===== config.mk =====
export PLATFORM = sky130hd
export DESIGN_NAME = lmv_tally
export DESIGN_NICKNAME = d
export VERILOG_FILES = /design/src/rtl/lmv_pkg.sv /design/src/rtl/lmv_tally.sv
export SDC_FILE = /design/constraint.sdc
export NUM_CORES = 1
export LEC_CHECK = 0
export ABC_AREA = 1
export BUFFER_PORTS_ARGS = -buffer_cell sky130_fd_sc_hd__buf_2
export CAP_MARGIN = 15
export CORE_ASPECT_RATIO = 1.5
export CORE_MARGIN = 1.5
export CORE_UTILIZATION = 41
export DETAILED_ROUTE_END_ITERATION = 8
export PLACE_DENSITY_LB_ADDON = 0.12
export SLEW_MARGIN = 20
export SYNTH_ARGS = -nofsm -noshare
export SYNTH_HDL_FRONTEND = slang
export SYNTH_SLANG_ARGS = --single-unit

===== constraint.sdc =====
create_clock -name i_clk -period 5.8 [get_ports i_clk]
set_clock_uncertainty 0.05 [all_clocks]
set_input_delay 0.29 -clock i_clk [delete_from_list [all_inputs] [get_ports i_clk]]
set_output_delay 0.29 -clock i_clk [all_outputs]
set_load 0.02 [all_outputs]

===== src/rtl/lmv_pkg.sv =====
`timescale 1ns / 1ps
`default_nettype none

package lmv_pkg;

    // histogram geometry
    localparam int LABEL_RANGE = 32768;
    localparam int MAX_SAMPLES = 4096;
    localparam int AddrW       = $clog2(LABEL_RANGE);

    // field widths
    localparam int LabelW = 15;
    localparam int CountW = 13;
    localparam int FieldCountMax = (1 << CountW) - 1;
    localparam int CountCapInt   = (MAX_SAMPLES < FieldCountMax) ? MAX_SAMPLES : FieldCountMax;
    localparam logic [CountW-1:0] CountCap = CountW'(CountCapInt);

    // group epoch tag kept with every histogram entry
    localparam int EpochW = 8;
    localparam logic [EpochW-1:0] EpochMax   = '1;
    localparam logic [EpochW-1:0] EpochFirst = EpochW'(1);

    typedef struct packed {
        logic [EpochW-1:0] epoch;
        logic [CountW-1:0] count;
    } t_hist_word;

    localparam int WordW = $bits(t_hist_word);

    // histogram write request from the tally stage
    typedef struct packed {
        logic             en;
        logic [AddrW-1:0] addr;
        t_hist_word       word;
    } t_wr_req;

    // tally stage status toward the front end
    typedef struct packed {
        logic s1_valid;
        logic can_take;
    } t_tally_stat;

    typedef enum logic [1:0] {
        ST_CLEAR,
        ST_RUN,
        ST_WRAP
    } t_state;

endpackage

`default_nettype wire


===== src/rtl/lmv_tally.sv =====
`timescale 1ns / 1ps
`default_nettype none

module lmv_tally (
    input  wire logic                         i_clk,
    input  wire logic                         i_rst_n,
    input  wire logic                         i_accept,
    input  wire logic [15:0]                  i_label_value,
    input  wire logic                         i_group_end,
    input  wire logic [lmv_pkg::EpochW-1:0]   i_epoch,
    input  wire logic                         i_flush,
    input  wire lmv_pkg::t_hist_word          i_rd_data,
    output lmv_pkg::t_wr_req                  o_wr,
    output lmv_pkg::t_tally_stat              o_stat,
    output logic                              o_out_valid,
    input  wire logic                         i_out_ready,
    output logic [lmv_pkg::LabelW-1:0]        o_winning_label,
    output logic [lmv_pkg::CountW-1:0]        o_winning_count
);

    logic                          r_s1_valid;
    logic                          r_s1_end;
    logic                          r_s1_hit;
    logic [lmv_pkg::LabelW-1:0]    r_s1_label;
    logic [lmv_pkg::EpochW-1:0]    r_s1_epoch;

    logic                          r_fw_valid;
    logic [lmv_pkg::LabelW-1:0]    r_fw_label;
    lmv_pkg::t_hist_word           r_fw_word;

    logic [lmv_pkg::LabelW-1:0]    r_best_label;
    logic [lmv_pkg::CountW-1:0]    r_best_count;

    logic                          r_out_valid;
    logic [lmv_pkg::LabelW-1:0]    r_out_label;
    logic [lmv_pkg::CountW-1:0]    r_out_count;

    logic                          label_ok;
    logic                          s1_go;
    lmv_pkg::t_hist_word           cur_word;
    logic [lmv_pkg::CountW-1:0]    cnt_old;
    logic [lmv_pkg::CountW-1:0]    cnt_new;
    logic                          take;
    logic [lmv_pkg::LabelW-1:0]    n_best_label;
    logic [lmv_pkg::CountW-1:0]    n_best_count;

    // positive label inside the histogram range
    assign label_ok = !i_label_value[15] && (i_label_value != 16'd0)
                      && ({16'd0, i_label_value} < 32'(lmv_pkg::LABEL_RANGE));

    // a group end waits for room in the output register
    assign s1_go = r_s1_valid && !(r_s1_end && r_out_valid && !i_out_ready);

    assign o_stat.s1_valid = r_s1_valid;
    assign o_stat.can_take = !r_s1_valid || s1_go;

    // forward the last write over the stale read of the same entry
    assign cur_word = (r_fw_valid && (r_fw_label == r_s1_label)) ? r_fw_word : i_rd_data;

    // an entry from an older group counts as empty
    assign cnt_old = (cur_word.epoch == r_s1_epoch) ? cur_word.count : '0;
    assign cnt_new = (cnt_old < lmv_pkg::CountCap) ? cnt_old + lmv_pkg::CountW'(1) : cnt_old;

    // running best, smallest label on a tie
    assign take = r_s1_hit && ((cnt_new > r_best_count)
                  || ((cnt_new == r_best_count) && (r_s1_label < r_best_label)));
    assign n_best_label = take ? r_s1_label : r_best_label;
    assign n_best_count = take ? cnt_new : r_best_count;

    // histogram write back
    assign o_wr.en         = s1_go && r_s1_hit;
    assign o_wr.addr       = r_s1_label[lmv_pkg::AddrW-1:0];
    assign o_wr.word.epoch = r_s1_epoch;
    assign o_wr.word.count = cnt_new;

    // tally stage register
    always_ff @(posedge i_clk) begin
        if (!i_rst_n) begin
            r_s1_valid <= 1'b0;
        end else if (i_accept) begin
            r_s1_valid <= 1'b1;
        end else if (s1_go) begin
            r_s1_valid <= 1'b0;
        end
    end

    always_ff @(posedge i_clk) begin
        if (i_accept) begin
            r_s1_end   <= i_group_end;
            r_s1_hit   <= label_ok;
            r_s1_label <= i_label_value[lmv_pkg::LabelW-1:0];
            r_s1_epoch <= i_epoch;
        end
    end

    // forwarding register
    always_ff @(posedge i_clk) begin
        if (!i_rst_n || i_flush) begin
            r_fw_valid <= 1'b0;
        end else if (o_wr.en) begin
            r_fw_valid <= 1'b1;
        end
    end

    always_ff @(posedge i_clk) begin
        if (o_wr.en) begin
            r_fw_label <= r_s1_label;
            r_fw_word  <= o_wr.word;
        end
    end

    // best so far, cleared at the end of each group
    always_ff @(posedge i_clk) begin
        if (!i_rst_n) begin
            r_best_label <= '0;
            r_best_count <= '0;
        end else if (s1_go) begin
            if (r_s1_end) begin
                r_best_label <= '0;
                r_best_count <= '0;
            end else begin
                r_best_label <= n_best_label;
                r_best_count <= n_best_count;
            end
        end
    end

    // output register
    always_ff @(posedge i_clk) begin
        if (!i_rst_n) begin
            r_out_valid <= 1'b0;
        end else if (s1_go && r_s1_end) begin
            r_out_valid <= 1'b1;
        end else if (i_out_ready) begin
            r_out_valid <= 1'b0;
        end
    end

    always_ff @(posedge i_clk) begin
        if (s1_go && r_s1_end) begin
            r_out_label <= n_best_label;
            r_out_count <= n_best_count;
        end
    end

    assign o_out_valid     = r_out_valid;
    assign o_winning_label = r_out_label;
    assign o_winning_count = r_out_count;

endmodule

`default_nettype wire


==> results of run 1 <==
[path summary, 6_finish.rpt]
kind	to	slack, ns
max	o_winning_count[6]	0.59
min	r_s1_label[5]	0.02
max reg2reg	o_winning_count[6]	0.59
min reg2reg	r_best_count[1]	0.41
[metal layers]
metal,up-vias,global-route usage,wire length [um]
met2,130,0.408,9200
met4,0,0.0869,389
met1,2516,0.233,7060
met3,32,0.0399,627
li1,2838,-,-
met5,-,0,0
[registers in the layout, summed over array words and instances, names as in the netlist]
register / cells
r_s1_epoch: 8
o_winning_count: 13
o_winning_label: 15
r_best_label: 15
o_out_valid: 1
r_best_count: 13
r_s1_end: 1
r_s1_valid: 1
r_fw_label: 15
r_fw_valid: 1
r_fw_word: 21
r_s1_hit: 1
r_s1_label: 15
[power by group]
part | internal, uW | switching [uW] | total (uW)
combinational | 96.1 | 183 | 279
clock | 716 | 391 | 1110
sequential | 966 | 29.4 | 995
total | 1780 | 603 | 2380
[stage by stage]
step | utilization | hold slack (ns) | setup WS [ns] | instances | total power (uW)
2_1_floorplan | - | 0.312 | 0.488 | 781 | 1180
3_3_place_gp | 0.472 | 0.401 | 0.419 | 1097 | 1280
3_5_place_dp | 0.472 | 0.407 | 0.403 | 1097 | 1280
4_1_cts | 0.518 | 0.00415 | 0.395 | 1141 | 2400
5_1_grt | 0.521 | 0.00950 | 0.0128 | 1146 | 2470
6_report | 0.521 | 0.0193 | 0.590 | 1146 | 2380
[layout make-up]
type,instances,share of cell area
Clock buffer,19,0.0529
Clock inverter,13,0.0219
Multi-Input combinational cell,512,0.328
Sequential cell,120,0.402
Timing Repair Buffer,148,0.103
Tap cell,203,0.0310
Inverter,131,0.0601
[cells by family after synthesis]
family                   after synthesis  share of synthesized area
XOR/XNOR                               3                    0.00400
buffers and inverters                149                     0.0934
multiplexers                           1                    0.00152
AO/OA/AOI/OAI                         93                     0.0799
AND/OR/NAND/NOR                      387                      0.267
adder cells (fa/ha/maj)               28                     0.0533
flip-flops                           120                      0.501
[worst reg2reg max path: cells and delay by family (launching register included)]
family / cells / cell delay, ns
and+or+nand+nor: 24 / 2.94
buffers and inverters: 4 / 0.62
DFF: 1 / 0.51
adders and majority gates: 2 / 0.51
AOI/OAI and AO/OA: 1 / 0.17
xor gates and xnor gates: 1 / 0.15
[layout by cell type (no fill, tap or decap), types with 3 or more instances in the layout]
cell / Yosys / layout
nand2_1: 231 / 231
inv_1: 127 / 127
buf_2: 1 / 118
edfxtp_1: 89 / 89
nand3_1: 53 / 53
a21oi_1: 41 / 40
nor2_1: 35 / 34
dfxtp_1: 31 / 31
o21ai_0: 30 / 30
ha_1: 28 / 28
nand2_2: 22 / 22
buf_4: 2 / 18
clkbuf_16: 0 / 17
dlygate4sd3_1: 0 / 12
nand4_1: 10 / 10
nor2_4: 7 / 8
nor2_2: 8 / 8
o21ai_1: 7 / 7
nand3b_1: 5 / 5
o21ai_2: 5 / 5
a21oi_2: 4 / 5
inv_2: 4 / 4
bufinv_16: 0 / 4
xor2_1: 3 / 3
and2_1: 3 / 3
nor4_1: 3 / 3
clkinv_4: 0 / 3
[timing repair]
item | CTS | global route
resized for setup | 0 | 1
endpoints found under the hold margin | 12 | 0
hold buffers | 12 | 0
buffers inserted | 0 | 5
setup endpoints to repair | 0 | 28
==> results.toml, run 1 <==
[worst_setup_path]
cp_max_fo = 11
crit_family = "simple AND/OR/NAND/NOR gates"
cp_common_cell = "nand2_1"
required_ns = 5.91
r2r_cells = 32
worstSetupPathType = "reg -> reg"
cp_slowest_stage_delay_ns = 0.51
crit_buf_inv = 4
slowest_stage = "edfxtp_1"
crit_start = "r_s1_label[12]"
start_kind = "register"
cp_data_arrival_time_ns = 5.32
cp-end-kind = "register"
crit_cells = 32
r2r_start = "r_s1_label[12]"

[cts]
cts_tree = "yes"
clk_pin_slew_ns = 0.06
clockRootBuffer = "clkbuf_16"
clock_tree.buffer_depth = 2
cts.sinks = 120
insertion_delay_ns = 0.41
cts_buffers = 17
ctsHtreeMaxLevel = 4

[global_routing]
track_usage = 0.215
grt_max_degree = 31
grt_pass1_vias = 5524
grt_pass1_wl_mm = 27.4
overflow = 0
antenna_found_initial = 0

[die]
die_h_um = 158
start_util = 0.419
core_area_sq_um = 15700
die_w_um = 106
die_area_sq_um = 16800
placementRows = 56
io_pins = 119

[layout]
areaGrowthSynthToFinish_pct = 24.5
seq_area_sq_um = 3290
diodes = 0
multi_input_area_sq_um = 2690
fillerInstances = 1550
drive_above_1_share = 0.238
nNetsFinal = 1009
fin_area_sq_um = 8180

[synthesis]
ys_seq_elements = 120
syn_nets = 860
yosysWarnings = 0
syn_area_per_cell_sq_um = 8.42
syn_inst = 781
ys_types = 41
yosysSeqAreaShare = 0.501
async_flop_share = 0
synth_area_leaders = "edfxtp_1 41%, nand2_1 13%, dfxtp_1 9.4%"
synth_top_area_cell = "edfxtp_1"
syn-cell-area_sq_um = 6580
synth_top_flop_cell = "edfxtp_1"
ys_top_cells_by_count = "231 x nand2_1, 127 x inv_1, 89 x edfxtp_1, 53 x nand3_1, 41 x a21oi_1"
synth-edff-count = 89
synth_top_area_share = 0.406
yosysMostFrequentCell = "nand2_1"

[placed_design]
hpwlAfterDp_mm = 12.7
io_buffers = 118
gp_congestion = 0.916
dpl-instance-area_sq_um = 7410

[sta]
period_share = 0.898
setup_viol = 0
finalCriticalPeriod_ns = 5.21
hold_viol = 0
max_freq_mhz = 192
tns_ns = 0
rsz0062_at_grt = "false"
slew_viol_final = 0
max_slew_margin = 0.458
worst_slew_pin_slew_ns = 0.811

[power]
p_per_area_nw_per_um2 = 291
ir_worst_vdd_v = 0.000166
leakage_uw = 0.00377

[job]
maxCapViolCount = 0

[route]
viasPerCell = 4.81
wl_per_cell_um = 15.1
drtIter0Drc = 244
dr.pass1.iters = 4
wirelength_mm = 17.3
vias = 5516
drc = 0
antenna_left = 0

[min_path]
hold_depth = 1
hp-class = "in -> reg"
hold_start = "i_label_value[5]"

[outcome]
outcome = "finished, final reports clean"
Note: power is estimated with default switching activity, not from simulation.
==> run 2, diff against run 1 <==
--- a/config.mk
+++ b/config.mk
@@ -5,13 +5,12 @@
 export SDC_FILE = /design/constraint.sdc
 export NUM_CORES = 1
 export LEC_CHECK = 0
-export ABC_AREA = 1
-export BUFFER_PORTS_ARGS = -buffer_cell sky130_fd_sc_hd__buf_2
 export CAP_MARGIN = 15
 export CORE_ASPECT_RATIO = 1.5
 export CORE_MARGIN = 1.5
 export CORE_UTILIZATION = 41
 export DETAILED_ROUTE_END_ITERATION = 8
+export DONT_BUFFER_PORTS = 1
 export PLACE_DENSITY_LB_ADDON = 0.12
 export SLEW_MARGIN = 20
 export SYNTH_ARGS = -nofsm -noshare
==> results.toml, run 2 <==
[sta]
finalCriticalPeriod_ns = 5.25
period_share = 0.906
setup_viol = 0
slew_viol_final = 0
hold_viol = 0
tns_ns = 0
hold-worst-slack_ns = 0.0406
rsz0062_at_grt = "false"
max_freq_mhz = 190
max_slew_margin = 0.278
worst_slew_pin_slew_ns = 1.08

[synthesis]
async_flop_share = 0
synth_top_area_cell = "edfxtp_1"
syn_area_per_cell_sq_um = 11.9
syn_inst = 494
yosysWarnings = 0
synth_area_leaders = "edfxtp_1 45%, dfxtp_1 11%, ha_1 5.9%"
ys_top_cells_by_count = "89 x edfxtp_1, 33 x nand2_1, 33 x nor2b_1, 31 x dfxtp_1, 31 x inv_1"
synth-edff-count = 89
syn_nets = 573
synth_top_flop_cell = "edfxtp_1"
ys_types = 52
ys_seq_elements = 120
synth_top_area_share = 0.453
syn-cell-area_sq_um = 5900
yosysMostFrequentCell = "edfxtp_1"
yosysSeqAreaShare = 0.558

[layout]
drive_above_1_share = 0.143
areaGrowthSynthToFinish_pct = 20.5
multi_input_area_sq_um = 2390
seq_area_sq_um = 3290
final_common_cell = "edfxtp_1"
diodes = 0
largest_register_ffs = 21
fillerInstances = 1269
regMostFlops = "r_fw_word"
final_cell_mix = "89 x edfxtp_1, 32 x nand2_1, 31 x nor2b_1, 31 x inv_1, 31 x dfxtp_1"
nNetsFinal = 627

[die]
die_w_um = 101
core_area_sq_um = 14100
placementRows = 53
die_h_um = 150
start_util = 0.420
io_pins = 119
die_area_sq_um = 15100

[cts]
cts_tree = "yes"
cts_buffers = 17
clockRootBuffer = "clkbuf_16"
clock_tree.buffer_depth = 2
clk_pin_slew_ns = 0.05
insertion_delay_ns = 0.41
cts.sinks = 120
ctsHtreeMaxLevel = 4

[placed_design]
hpwlAfterDp_mm = 9.86
gp_congestion = 0.790
io_buffers = 0

[job]
maxCapViolCount = 0

[route]
drtIter0Drc = 148
dr.pass1.iters = 4
wl_per_cell_um = 18.4
vias = 3951
wirelength_mm = 13.8
drc = 0
viasPerCell = 5.25
antenna_left = 0

[worst_setup_path]
worstSetupPathType = "reg -> reg"
required_ns = 6.09
cp-end-kind = "register"
cp_max_fo = 28
cp_data_arrival_time_ns = 5.55
start_kind = "register"

[global_routing]
grt_pass1_wl_mm = 21.7
antenna_found_initial = 0
grt_pass1_vias = 4188
overflow = 0
track_usage = 0.195
grt_max_degree = 39

[power]
ir_worst_vdd_v = 0.000248
seq_power_share = 0.463
switching_share = 0.230
p_comb_frac = 0.081
p_int_uw = 1670
clockPowerShare = 0.456
leakage_uw = 0.00245
p_switching_uw = 501
p_per_area_nw_per_um2 = 306

[outcome]
outcome = "finished, final reports clean"

[min_path]
hp-class = "in -> reg"
==> run 2: cell types whose count changed after synthesis, sizes merged, moves of 29 or more <==
| cell | change |
|---|---|
| inv | -100 |
| nand2 | -222 |
| nor2b | +33 |
| a21oi | -38 |
| xnor2 | +29 |
| nand3 | -40 |
==> run 2: worst paths after layout <==
kind                     startpoint                to  slack (ns)  depth (start not counted)
setup / recovery     r_s1_label[10]   r_best_count[0]        0.55                         21
hold / removal    i_label_value[15]          r_s1_hit        0.04                          1
setup reg to reg     r_s1_label[10]   r_best_count[0]        0.55                         21
hold reg to reg    r_best_count[12]  r_best_count[12]        0.44                          1
==> run 2: power by group through the flow <==
stage | Clock, uW | Sequential, uW | Combinational [uW]
final | 990 | 1010 | 177
after floorplan | 0 | 1030 | 100
after global placement | 0 | 1020 | 153
after CTS | 1010 | 1010 | 179
after detailed placement | 0 | 1030 | 155
after global routing | 1040 | 1010 | 197
==> run 2: layout make-up <==
| class | instances | share of cell area |
|---|---|---|
| multi-input combinational | 321 | 0.336 |
| tap | 192 | 0.0338 |
| sequential | 120 | 0.463 |
| clock inverter | 10 | 0.0148 |
| timing repair buffer | 57 | 0.0715 |
| clock buffer | 22 | 0.0639 |
| inverter | 31 | 0.0164 |
==> run 2: cells by family after synthesis <==
group                    after synthesis  share of synthesized area
multiplexers                           9                     0.0172
AO/OA/AOI/OAI                         95                      0.126
XOR/XNOR                              48                     0.0713
flip-flops                           120                      0.558
AND/OR/NAND/NOR                      141                      0.128
adder cells (fa/ha/maj)               28                     0.0594
buffers and inverters                 53                     0.0392
==> run 2: metrics by stage <==
step | instance area (sq um) | setup WS (ns) | cells | power (uW) | util
6_report | 7110 | 0.547 | 753 | 2170 | 0.506
5_1_grt | 7110 | 0.0298 | 753 | 2250 | 0.506
4_1_cts | 7080 | 0.439 | 751 | 2200 | 0.504
3_5_place_dp | 6230 | 0.430 | 691 | 1180 | 0.443
3_3_place_gp | 6230 | 0.580 | 691 | 1180 | 0.443
2_1_floorplan | 5900 | 0.364 | 494 | 1130 | -
==> run 2: timing repair <==
| item | in CTS | in global routing |
|---|---|---|
| buffers inserted | 0 | 2 |
| setup endpoints to repair | 0 | 5 |
| endpoints found under the hold margin | 80 | 0 |
| gates resized for setup | 0 | 1 |
| hold buffers | 28 | 0 |
==> run 2: critical path: stages, from the launching register on <==
cell and delay [ns]:
edfxtp_1 0.56, xnor2_1 0.24, nand4_1 0.17, nor4_4 0.27, buf_4 0.19, o2111ai_1 0.11
nor2b_2 0.21, nor2_1 0.13, ha_1 0.27, and3b_1 0.21, and3_1 0.22, nand3_1 0.11
xnor2_1 0.13, nor2_1 0.17, a211oi_4 0.07, ha_1 0.21, or4_1 0.51, o31ai_1 0.36
and2_1 0.18, a21bo_2 0.55, a32oi_1 0.12, nor2b_1 0.15
==> run 2: metal layers <==
layer / share of wire / track usage / vias up
met5: 0 / 0 / -
met4: 0.016 / 0.0708 / 0
met3: 0.051 / 0.0560 / 17
met2: 0.56 / 0.378 / 110
met1: 0.37 / 0.193 / 1896
li1: - / - / 1928
==> run 3, diff against run 2 <==
==> constraint.sdc (replaced) <==
create_clock -name i_clk -period 5.6 [get_ports i_clk]
set_clock_uncertainty 0.05 [all_clocks]
set_input_delay 0.28 -clock i_clk [delete_from_list [all_inputs] [get_ports i_clk]]
set_output_delay 0.28 -clock i_clk [all_outputs]
set_load 0.02 [all_outputs]
==> results.toml, run 3 (synthesis gave the netlist of run 2 again) <==
[worst_setup_path]
r2r_slack_ns = 0.44
crit_start = "r_s1_label[5]"
r2r_cells = 22
r2r_start = "r_s1_label[5]"
required_ns = 5.73
start_kind = "register"
cp-end-kind = "register"
r2r-end = "o_winning_count[11]"
worstSetupPathType = "reg -> reg"
cp_data_arrival_time_ns = 5.28
cp_max_fo = 19

[route]
drc = 0
wirelength_mm = 13.9
antenna_left = 0
top_layer = "met4"
wl_met2_mm = 7.66
wl_met1_mm = 5.32
dr.pass1.iters = 4
drtIter0Drc = 185
met3_length_um = 624
wl_per_cell_um = 18.2
viasPerCell = 5.27
vias = 3999

[cts]
clockRootBuffer = "clkbuf_16"
cts_buffers = 17
post_cts_buffers = 0
clock_tree.buffer_depth = 2
ctsHtreeMaxLevel = 4
clk_pin_slew_ns = 0.05
cts_tree = "yes"
cts.sinks = 120
insertion_delay_ns = 0.40

[power]
leakage_uw = 0.00252
p_per_area_nw_per_um2 = 332
ir_worst_vdd_v = 0.000236

[placed_design]
io_buffers = 0
gp_congestion = 0.782
hpwlAfterDp_mm = 10.0
placed_cells = 699

[global_routing]
track_usage = 0.191
grt_pass1_vias = 4087
grt_pass1_wl_mm = 21.4
overflow = 0
grt_max_degree = 39
antenna_found_initial = 0

[layout]
final_cell_mix = "89 x edfxtp_1, 33 x buf_4, 32 x nand2_1"
areaGrowthSynthToFinish_pct = 23.0
nNetsFinal = 633
fillerInstances = 1273
diodes = 0
fin_cells = 759
regMostFlops = "r_fw_word"
largest_register_ffs = 21
final_common_cell = "edfxtp_1"
drive_above_1_share = 0.153

[sta]
max_slew_margin = 0.287
hold-worst-slack_ns = 0.0307
setup_viol = 0
hold_viol = 0
slew_viol_final = 0
period_share = 0.921
worst_slew_pin_slew_ns = 1.07
max_freq_mhz = 194
finalCriticalPeriod_ns = 5.16

[min_path]
worstHoldEndpoint = "r_s1_hit"
hp-class = "in -> reg"
hold_depth = 1
hold_start = "i_label_value[15]"

[job]
maxCapViolCount = 0

[die]
die_w_um = 101
die_area_sq_um = 15100
placementRows = 53
start_util = 0.420
core_area_sq_um = 14100
io_pins = 119
die_h_um = 150

[outcome]
outcome = "finished, final reports clean"
==> run 3: cell types whose count changed in the layout (fill, tap and decap cells not counted), moves of 2 or more <==
| cell | delta |
|---|---|
| buf_4 | +4 |
| clkinv_2 | -4 |
| buf_6 | +2 |
| bufinv_16 | +3 |
==> run 3: timing repair <==
item / 4_1_cts / 5_1_grt
hold buffers: 28 / 0
endpoints found under the hold margin: 80 / 0
gates resized for setup: 0 / 7
setup endpoints to repair: 0 / 51
==> run 3: through the flow <==
step / cell area, sq um / TNS [ns] / util / setup WS [ns] / total power [uW]
2_1_floorplan: 5900 / 0 / - / 0.164 / 1170
3_3_place_gp: 6290 / 0 / 0.448 / 0.245 / 1220
3_5_place_dp: 6290 / 0 / 0.448 / 0.119 / 1230
4_1_cts: 7220 / 0 / 0.514 / 0.101 / 2430
5_1_grt: 7260 / -0.00279 / 0.516 / -0.00279 / 2490
6_report: 7260 / 0 / 0.516 / 0.441 / 2410
==> run 3: area by class of cell <==
class                      count  area (sq um)  area share
clock buffer                  23           468      0.0645
clock inverter                 9           171      0.0236
inverter                      31           116      0.0160
multi-input combinational    321          2410       0.332
sequential                   120          3290       0.454
tap                          192           240      0.0331
timing repair buffer          63           561      0.0773
==> run 3: worst max-delay path by stage <==
stage	to	slack, ns	cells past startpoint
after floorplan	o_winning_count[12]	0.16	22
after global placement	o_winning_count[11]	0.25	22
after detailed placement	o_winning_count[11]	0.12	22
after CTS	o_winning_count[11]	0.10	22
after global routing	o_winning_count[11]	-0.003	22
final	o_winning_count[11]	0.44	22
==> run 3: per-layer routing <==
metal | vias to the layer above | global-route usage
met5 | - | 0
met4 | 0 | 0.0743
met3 | 19 | 0.0476
met2 | 116 | 0.352
met1 | 1922 | 0.208
li1 | 1942 | -
==> run 3: power breakdown <==
| group | internal, uW | total [uW] | switching [uW] |
|---|---|---|---|
| logic | 80.4 | 198 | 118 |
| registers | 998 | 1030 | 36.6 |
| clock network | 810 | 1170 | 362 |
==> run 3: worst max-delay path, cell delays in order, from the launching register on <==
cell and delay (ns):
edfxtp_1 0.41, xnor2_1 0.20, nand4_1 0.16, nor4_4 0.38, o2111ai_1 0.20, nor2b_2 0.22, nor2_1 0.13, ha_2 0.24
and3b_1 0.19, and3_1 0.22, nand4_1 0.13, xnor2_1 0.14, nor2_1 0.17, a211oi_4 0.07, ha_1 0.31, nand4_1 0.16
nor4_2 0.39, nand4_1 0.13, a311o_1 0.36, nand2_4 0.22, buf_6 0.21, nand2_1 0.06, o21ai_0 0.18
